<file path="config.mk">
export PLATFORM = sky130hd
export DESIGN_NAME = positional_list_table_top
export DESIGN_NICKNAME = d
export VERILOG_FILES = /design/src/hdl/plt_pkg.sv /design/src/hdl/positional_list_table_top.sv /design/src/hdl/plt_ram.sv /design/src/hdl/plt_dp.sv /design/src/hdl/plt_ctrl.sv
export SDC_FILE = /design/constraint.sdc
export NUM_CORES = 2
export LEC_CHECK = 0
export ABC_AREA = 1
export BUFFER_PORTS_ARGS = -buffer_cell sky130_fd_sc_hd__buf_4
export CORE_UTILIZATION = 30
export DETAILED_ROUTE_END_ITERATION = 12
export GPL_ROUTABILITY_DRIVEN = 0
export PLACE_DENSITY = 0.41
export SYNTH_ARGS = -nofsm -noshare
export SYNTH_HDL_FRONTEND = slang
export SYNTH_SLANG_ARGS = --single-unit
</file>
<file path="constraint.sdc">
create_clock -name clk -period 10.59 [get_ports clk]
set_input_delay 0 -clock clk [delete_from_list [all_inputs] [get_ports clk]]
set_output_delay 0 -clock clk [all_outputs]
set_load 0.005 [all_outputs]
</file>
<file path="src/hdl/plt_pkg.sv">
package plt_pkg;

	// List geometry.
	localparam int DEPTH     = 64;
	localparam int WORD_BITS = 32;
	localparam int ADDR_W    = $clog2(DEPTH);
	localparam int CNT_W     = $clog2(DEPTH + 1);

	// Operation codes.
	localparam logic [2:0] OP_PUSH_BACK  = 3'd0;
	localparam logic [2:0] OP_POP_BACK   = 3'd1;
	localparam logic [2:0] OP_PUSH_FRONT = 3'd2;
	localparam logic [2:0] OP_POP_FRONT  = 3'd3;
	localparam logic [2:0] OP_INSERT     = 3'd4;
	localparam logic [2:0] OP_ERASE      = 3'd5;
	localparam logic [2:0] OP_FIND       = 3'd6;
	localparam logic [2:0] OP_CLEAR      = 3'd7;

	// Status codes.
	localparam logic [2:0] ST_OK       = 3'd0;
	localparam logic [2:0] ST_FULL     = 3'd1;
	localparam logic [2:0] ST_EMPTY    = 3'd2;
	localparam logic [2:0] ST_BADPOS   = 3'd3;
	localparam logic [2:0] ST_NOTFOUND = 3'd4;

	// Request beat.
	typedef struct packed {
		logic [2:0]                  opcode;
		logic [CNT_W-1:0]            position;
		logic signed [WORD_BITS-1:0] value;
	} req_t;

	// Response beat.
	typedef struct packed {
		logic [2:0]        status;
		logic [ADDR_W-1:0] found_index;
		logic [CNT_W-1:0]  entry_count;
	} rsp_t;

	// Commands from the controller to the datapath.
	typedef struct packed {
		logic capture;
		logic init_walk;
		logic walk_en;
		logic commit;
	} cmd_t;

	// Status from the datapath to the controller.
	typedef struct packed {
		logic walk_needed;
		logic walk_done;
	} sts_t;

endpackage

</file>
<file path="src/hdl/positional_list_table_top.sv">
// Ordered list of up to 64 signed 32-bit words with push/pop at either end,
// insert and erase at a position, find and clear; every request beat gives
// exactly one response beat with a status, the match index and the new count.
// Requests are handled one at a time. Push back, pop back, clear and any
// request that fails its checks go from the check state straight to the
// state that writes the response register. Insert, erase, push front, pop
// front and find first walk the stored words through the single-ported read
// side of the list memory, one word per cycle, moving or comparing at most
// 64 words. A new request is taken once the previous one has been placed in
// the response register, even while that response is still waiting.
module positional_list_table_top (
	input  logic          clk,
	input  logic          arst_n,
	input  logic          req_valid,
	output logic          req_ready,
	input  plt_pkg::req_t req,
	output logic          rsp_valid,
	input  logic          rsp_ready,
	output plt_pkg::rsp_t rsp
);

	import plt_pkg::*;

	cmd_t cmd;
	sts_t sts;

	// Sequencer.
	plt_ctrl u_ctrl (
		.clk       (clk),
		.arst_n    (arst_n),
		.req_valid (req_valid),
		.req_ready (req_ready),
		.rsp_valid (rsp_valid),
		.rsp_ready (rsp_ready),
		.sts       (sts),
		.cmd       (cmd)
	);

	// List storage, count and response payload.
	plt_dp u_dp (
		.clk    (clk),
		.arst_n (arst_n),
		.req    (req),
		.cmd    (cmd),
		.sts    (sts),
		.rsp    (rsp)
	);

endmodule

</file>
<file path="src/hdl/plt_ram.sv">
module plt_ram #(
	parameter int WIDTH = 32,
	parameter int DEPTH = 64
) (
	input  logic                     clk,
	input  logic                     we,
	input  logic [$clog2(DEPTH)-1:0] waddr,
	input  logic [WIDTH-1:0]         wdata,
	input  logic [$clog2(DEPTH)-1:0] raddr,
	output logic [WIDTH-1:0]         rdata
);

	logic [WIDTH-1:0] mem [DEPTH];

	// One write port and one registered read port.
	always_ff @(posedge clk) begin
		if (we) begin
			mem[waddr] <= wdata;
		end
		rdata <= mem[raddr];
	end

endmodule

</file>
<file path="src/hdl/plt_dp.sv">
module plt_dp (
	input  logic          clk,
	input  logic          arst_n,
	input  plt_pkg::req_t req,
	input  plt_pkg::cmd_t cmd,
	output plt_pkg::sts_t sts,
	output plt_pkg::rsp_t rsp
);

	import plt_pkg::*;

	req_t                 item_q;
	rsp_t                 rsp_q;
	logic [CNT_W-1:0]     count_q;
	logic [CNT_W-1:0]     ptr_q;
	logic [CNT_W-1:0]     rem_q;
	logic                 rv_s1;
	logic [ADDR_W-1:0]    raddr_s1;
	logic                 found_q;
	logic [ADDR_W-1:0]    fidx_q;

	logic [2:0]           op;
	logic [CNT_W-1:0]     eff_pos;
	logic [2:0]           err_st;
	logic                 err_hit;
	logic                 is_ins;
	logic                 is_ers;
	logic                 is_find;
	logic [CNT_W-1:0]     count_nx;
	logic [WORD_BITS-1:0] rdata;
	logic                 hit;
	logic                 issue;
	logic                 wwalk;
	logic                 wcommit;
	logic [ADDR_W-1:0]    waddr_walk;
	logic [ADDR_W-1:0]    waddr_commit;
	logic                 ram_we;
	logic [ADDR_W-1:0]    ram_waddr;
	logic [WORD_BITS-1:0] ram_wdata;

	// Decode the held item. Front operations work at position zero.
	assign op      = item_q.opcode;
	assign is_ins  = (op == OP_PUSH_FRONT) || (op == OP_INSERT);
	assign is_ers  = (op == OP_POP_FRONT) || (op == OP_ERASE);
	assign is_find = (op == OP_FIND);
	assign eff_pos = ((op == OP_PUSH_FRONT) || (op == OP_POP_FRONT)) ? '0 : item_q.position;

	// Error checks against the current count, in the order the list defines.
	always_comb begin
		err_st = ST_OK;
		unique case (op)
			OP_PUSH_BACK, OP_PUSH_FRONT: begin
				if (count_q == CNT_W'(DEPTH)) err_st = ST_FULL;
			end
			OP_POP_BACK, OP_POP_FRONT: begin
				if (count_q == '0) err_st = ST_EMPTY;
			end
			OP_INSERT: begin
				priority if (eff_pos > count_q) err_st = ST_BADPOS;
				else if (count_q == CNT_W'(DEPTH)) err_st = ST_FULL;
			end
			OP_ERASE: begin
				priority if (count_q == '0) err_st = ST_EMPTY;
				else if (eff_pos >= count_q) err_st = ST_BADPOS;
			end
			default: begin
				err_st = ST_OK;
			end
		endcase
	end

	assign err_hit = (err_st != ST_OK);

	// Count after the operation.
	always_comb begin
		count_nx = count_q;
		if (!err_hit) begin
			unique case (op)
				OP_PUSH_BACK, OP_PUSH_FRONT, OP_INSERT: count_nx = count_q + CNT_W'(1);
				OP_POP_BACK, OP_POP_FRONT, OP_ERASE:    count_nx = count_q - CNT_W'(1);
				OP_CLEAR:                               count_nx = '0;
				default:                                count_nx = count_q;
			endcase
		end
	end

	assign sts.walk_needed = !err_hit && (is_ins || is_ers || is_find);
	assign sts.walk_done   = (rem_q == '0) && !rv_s1;

	// Walk: one read per cycle, the returned word is moved one slot or compared.
	assign hit   = rv_s1 && is_find && (rdata == WORD_BITS'(item_q.value));
	assign issue = cmd.walk_en && (rem_q != '0) && !hit;
	assign wwalk = cmd.walk_en && rv_s1 && (is_ins || is_ers);
	assign waddr_walk = is_ins ? (raddr_s1 + ADDR_W'(1)) : (raddr_s1 - ADDR_W'(1));

	// Final write of the new word for push back and for the insert kinds.
	assign wcommit = cmd.commit && !err_hit && ((op == OP_PUSH_BACK) || is_ins);
	assign waddr_commit = (op == OP_PUSH_BACK) ? count_q[ADDR_W-1:0] : eff_pos[ADDR_W-1:0];

	assign ram_we    = wwalk || wcommit;
	assign ram_waddr = wcommit ? waddr_commit : waddr_walk;
	assign ram_wdata = wcommit ? WORD_BITS'(item_q.value) : rdata;

	plt_ram #(
		.WIDTH (WORD_BITS),
		.DEPTH (DEPTH)
	) u_ram (
		.clk   (clk),
		.we    (ram_we),
		.waddr (ram_waddr),
		.wdata (ram_wdata),
		.raddr (ptr_q[ADDR_W-1:0]),
		.rdata (rdata)
	);

	// Control state of the datapath.
	always_ff @(posedge clk or negedge arst_n) begin
		if (!arst_n) begin
			count_q <= '0;
			rem_q   <= '0;
			rv_s1   <= 1'b0;
			found_q <= 1'b0;
		end else begin
			if (cmd.init_walk) begin
				rv_s1   <= 1'b0;
				found_q <= 1'b0;
				if (is_ins) begin
					rem_q <= count_q - eff_pos;
				end else if (is_ers) begin
					rem_q <= count_q - eff_pos - CNT_W'(1);
				end else begin
					rem_q <= count_q;
				end
			end else if (cmd.walk_en) begin
				rv_s1 <= issue;
				if (hit) begin
					rem_q   <= '0;
					found_q <= 1'b1;
				end else if (issue) begin
					rem_q <= rem_q - CNT_W'(1);
				end
			end
			if (cmd.commit) begin
				count_q <= count_nx;
			end
		end
	end

	// Payload registers.
	always_ff @(posedge clk) begin
		if (cmd.capture) begin
			item_q <= req;
		end
		if (cmd.init_walk) begin
			if (is_ins) begin
				ptr_q <= count_q - CNT_W'(1);
			end else if (is_ers) begin
				ptr_q <= eff_pos + CNT_W'(1);
			end else begin
				ptr_q <= '0;
			end
		end else if (issue) begin
			ptr_q <= is_ins ? (ptr_q - CNT_W'(1)) : (ptr_q + CNT_W'(1));
		end
		if (issue) begin
			raddr_s1 <= ptr_q[ADDR_W-1:0];
		end
		if (cmd.walk_en && hit) begin
			fidx_q <= raddr_s1;
		end
		if (cmd.commit) begin
			if (err_hit) begin
				rsp_q.status <= err_st;
			end else if (is_find && !found_q) begin
				rsp_q.status <= ST_NOTFOUND;
			end else begin
				rsp_q.status <= ST_OK;
			end
			rsp_q.found_index <= (is_find && found_q) ? fidx_q : '0;
			rsp_q.entry_count <= count_nx;
		end
	end

	assign rsp = rsp_q;

`ifndef NO_ASSERTIONS
	a_count_range: assert property (@(posedge clk) disable iff (!arst_n)
		count_q <= CNT_W'(DEPTH))
		else $error("entry count exceeds the list depth");

	a_one_writer: assert property (@(posedge clk) disable iff (!arst_n)
		!(wwalk && wcommit))
		else $error("walk write and final write collide");

	a_found_is_find: assert property (@(posedge clk) disable iff (!arst_n)
		$rose(found_q) |-> is_find)
		else $error("match flag set outside a find");

	a_init_clears: assert property (@(posedge clk) disable iff (!arst_n)
		cmd.init_walk |=> (!rv_s1 && !found_q))
		else $error("walk start left stale read or match state");
`endif

endmodule

</file>
<file path="src/hdl/plt_ctrl.sv">
module plt_ctrl (
	input  logic          clk,
	input  logic          arst_n,
	input  logic          req_valid,
	output logic          req_ready,
	output logic          rsp_valid,
	input  logic          rsp_ready,
	input  plt_pkg::sts_t sts,
	output plt_pkg::cmd_t cmd
);

	import plt_pkg::*;

	localparam logic [1:0] S_IDLE   = 2'd0;
	localparam logic [1:0] S_DECIDE = 2'd1;
	localparam logic [1:0] S_WALK   = 2'd2;
	localparam logic [1:0] S_FINISH = 2'd3;

	logic [1:0] state_q;
	logic [1:0] state_nx;
	logic       rsp_valid_q;
	logic       slot_free;

	// The response register is free when empty or being drained this cycle.
	assign slot_free = !rsp_valid_q || rsp_ready;
	assign req_ready = (state_q == S_IDLE);
	assign rsp_valid = rsp_valid_q;

	// Sequencer: take a beat, check it, walk the list if needed, then report.
	always_comb begin
		state_nx      = state_q;
		cmd.capture   = 1'b0;
		cmd.init_walk = 1'b0;
		cmd.walk_en   = 1'b0;
		cmd.commit    = 1'b0;
		unique case (state_q)
			S_IDLE: begin
				if (req_valid) begin
					cmd.capture = 1'b1;
					state_nx    = S_DECIDE;
				end
			end
			S_DECIDE: begin
				if (sts.walk_needed) begin
					cmd.init_walk = 1'b1;
					state_nx      = S_WALK;
				end else begin
					state_nx = S_FINISH;
				end
			end
			S_WALK: begin
				cmd.walk_en = 1'b1;
				if (sts.walk_done) begin
					state_nx = S_FINISH;
				end
			end
			default: begin
				if (slot_free) begin
					cmd.commit = 1'b1;
					state_nx   = S_IDLE;
				end
			end
		endcase
	end

	always_ff @(posedge clk or negedge arst_n) begin
		if (!arst_n) begin
			state_q     <= S_IDLE;
			rsp_valid_q <= 1'b0;
		end else begin
			state_q <= state_nx;
			if (cmd.commit) begin
				rsp_valid_q <= 1'b1;
			end else if (rsp_ready) begin
				rsp_valid_q <= 1'b0;
			end
		end
	end

endmodule
</file>
==> summary.md <==
| Metric | Value |
|---|---|
| Most numerous cell on the critical path | nand2_1 |
| Share of cells above drive strength 1 | 0.0943 |
| Distinct cells, synth | 43 |
| Slew Limit Fails | 0 |
| Detailed placement HPWL | 183000 µm |
| Top FF cell, synth | edfxtp_1 |
| Synth area leader | edfxtp_1 |
| Port-buffer cells | 63 |
| Syn_area_per_cell | 12.7 µm² |
| R2r endpoint | u_dp.u_ram.mem[27][1] |
| Ports | 64 |
| Period Utilization, post-route | 0.541 |
| Setup slack, reg-to-reg | 4.86 ns |
| Via count | 57600 |
| Unrepaired setup endpoints after global routing | false |
| Yosys top cell area share | 0.733 |
| Via density per instance | 5.27 |
| CTS H-tree depth | 4 |
| Core area | 0.288 mm² |
| Final Setup Violations | 0 |
| Initial Util | 0.302 |
| CTS Sinks | 2175 |
| CTS tree | done |
| First-pass GRT wire length | 437000 µm |
| CP Capture Point | u_dp.u_ram.mem[27][1] |
| Design internal power | 0.0187 W |
| Final Non-Filler Cells | 10900 |
| Most frequent cell after synthesis | edfxtp_1 |
| Top cells by count, synth | edfxtp_1, nor2_1, o21ai_0 |
| Total power divided by cell area | 330 mW/mm² |
| Final wirelength | 314000 µm |
| Largest net degree at the start of global routing | 175 |
| Die width | 540 µm |
| Reg2Reg Depth | 18 |
| Syn Inst Count | 6863 |
| Wire per inst | 28.8 µm |
| CTS buffer count | 244 |
| Critical Path End Type | flip-flop |
| Hold Slack | 0.334 ns |
| Pre-antenna DRT Iters | 7 |
| Switching power | 0.0145 W |
| Syn Nets | 6938 |
| FF+latch count, synth | 2175 |
| FFs w/ async S/R, synth | 0.00874 |
| DRT antenna net count | 0 |
| Cell area after synthesis | 0.0870 mm² |
| Clock tree buffer depth | 4 |
| Data arrival time of the worst path | 6.19 ns |
| Nets | 7010 |
| Die extent in y | 540 µm |
| Logic pwr share | 0.408 |
| Worst R2R Start | u_dp.op[2] |
| EDFF count, synth | 2124 |
| Clk Tree Root Cell | clkbuf_16 |
| Die area | 0.292 mm² |
| Startpoint Class | flip-flop |
| Fmax | 174 MHz |
| DR DRC count | 0 |
| CP cell instances | nor2_1, inv_1, nand2_1, ha_1, nand2_2, inv_1, a21oi_1, nand3_1, nand2_1, nand2_1, nand2_2, nor2_4, nand2_4, buf_4, nand2_1, nand2_2, nand3_2, nor2_4 |
| Synth top area cells | edfxtp_1, o21ai_0, nor2_1 |
| Vias in the first global route | 54000 |
| Slew headroom | 0.145 |
| Sw Ratio | 0.437 |
| Clock-pin slew on the worst setup and hold paths | 0.06 ns |
| Critical path origin | u_dp.op[2] |
| Hold Path Class | in2reg |
| Clock period minus final worst setup slack | 5.73 ns |
| Global route overflow | 0 |
| DR iter-0 viols | 6308 |
| Area Growth Syn to Fin | 15.6% |
| Post-route clock skew | 0.0816 ns |
| MaxCap Viol Count | 0 |
| Hold Fails Final Rpt | 0 |
| Worst hold stages | 7 |
| Row count | 197 |
| Final core occ | 0.349 |
| CP peak stage delay | 1.14 ns |
| Placed Cells | 10400 |
| Setup TNS | 0 ns |
| CP max FO | 36 |
| Syn. warnings | 0 |
| Worst skew pair latency | 0.91 ns |
| Setup Crit Path Kind | reg2reg |
| All-Layer GR Usage | 0.209 |
| Initial antenna violation count | 24 |
| Sequential share of power | 0.351 |
| Clk pwr share | 0.241 |
| Sequential share of the synthesized area | 0.746 |
| Leakage | 32.2 nW |
| Critical path's slowest cell | nor2_4 |
| Actual slew at the worst max-slew pin | 1.28 ns |
| VDD IR max | 0.310 mV |
| Run status | completed |
| Required time worst endpoint | 11.05 ns |
worst max-delay path, delay by kind of cell (launching register included):
family                   cells  cell delay, ns
AO/OA/AOI/OAI                1            0.20
adder cells (fa/ha/maj)      1            0.32
buffers and inverters        3            0.81
flip-flops                   1            0.45
AND/OR/NAND/NOR             13            3.43
kinds of logic after synthesis:
group,count (synthesis),share of synthesized area
compound gates,1987,0.124
xor+xnor,38,0.00391
fa+ha+maj,29,0.00443
buf+inv,577,0.0269
flops,2175,0.746
mux,10,0.00129
simple gates,2047,0.0936
stage by stage:
step / worst slack [ns] / cell area, µm² / power (W)
floorplan: 5.17 / 87000 / 0.0186
global placement: 4.76 / 92300 / 0.0253
detailed placement: 4.78 / 92300 / 0.0253
CTS: 4.77 / 101000 / 0.0334
global route: 4.41 / 101000 / 0.0344
finish: 4.86 / 101000 / 0.0332
per-layer routing:
| metal | track usage | vias up | part of all wire |
|---|---|---|---|
| met5 | 0 | - | 0 |
| met4 | 0.0551 | 0 | 0.027 |
| met3 | 0.0242 | 339 | 0.060 |
| met2 | 0.318 | 1961 | 0.44 |
| met1 | 0.314 | 29800 | 0.47 |
| li1 | - | 25500 | - |
layout by cell type (no fill, tap or decap), types with 8 or more instances in the layout:
cell type / Yosys / final
xor2_1: 14 / 14
clkbuf_1: 347 / 63
dfxtp_1: 32 / 32
clkbuf_16: 0 / 244
a21oi_1: 26 / 26
nand2_2: 16 / 15
dlygate4sd3_1: 0 / 89
diode_2: 0 / 14
nor3_1: 11 / 11
nor2_2: 10 / 11
nor2_4: 4 / 68
mux2_4: 0 / 10
inv_1: 108 / 103
o21ai_0: 1295 / 1274
o21ai_4: 1 / 22
o21ai_1: 37 / 37
nor2_1: 1385 / 1320
nand3_2: 8 / 8
buf_12: 0 / 12
edfxtp_1: 2124 / 2124
nand2_1: 428 / 427
ha_1: 26 / 26
clkinv_2: 0 / 32
nand3_1: 148 / 148
dfrtp_1: 19 / 19
nand4_1: 9 / 9
clkinv_1: 1 / 66
buf_4: 9 / 188
o22ai_1: 620 / 620
xnor2_1: 23 / 23
bufinv_16: 0 / 13
or2_2: 14 / 14
final cells by class:
type,instances,area (µm²)
antenna,14,35.0
clock buffer,310,6380
fill,28000,188000
clock inverter,125,980
timing repair buffer,289,2540
inverter,114,462
multi-input combinational,4111,20500
sequential,2175,64900
tap,3781,4730
how the worst min path moves through the flow:
stage              start                 to  slack, ns
5_1_grt        req_valid  u_ctrl.state_q[1]       0.35
2_1_floorplan     arst_n   u_ctrl.rsp_valid      -0.30
3_3_place_gp      arst_n   u_ctrl.rsp_valid      -0.09
6_report       req_valid  u_ctrl.state_q[0]       0.33
3_5_place_dp      arst_n   u_ctrl.rsp_valid      -0.09
4_1_cts        req_valid  u_ctrl.state_q[0]       0.26
state kept, by name (all words and copies together) (netlist names), 2 cells and up:
name              count
u_dp.rsp             16
u_dp.fidx_q           6
u_dp.u_ram.mem     2048
u_dp.op               3
u_ctrl.state_q        2
u_dp.item_q          39
u_dp.ptr_q            6
u_dp.u_ram.rdata     32
u_dp.rem_q            7
u_dp.count_q          7
u_dp.raddr_s1         6
what timing repair did:
| action | 4_1_cts | 5_1_grt |
|---|---|---|
| buffers inserted | 0 | 0 |
| resized for setup | 0 | 0 |
| hold buffers | 89 | 0 |
| endpoints found under the hold margin | 124 | 0 |
power groups by stage:
stage / Clock [W] / Combinational, W / Sequential (W)
2_1_floorplan: 0 / 0.00672 / 0.0119
3_3_place_gp: 0 / 0.0135 / 0.0118
3_5_place_dp: 0 / 0.0135 / 0.0118
4_1_cts: 0.00816 / 0.0136 / 0.0117
5_1_grt: 0.00845 / 0.0143 / 0.0117
6_report: 0.00800 / 0.0135 / 0.0117
Power figures use the tool's default switching activity.
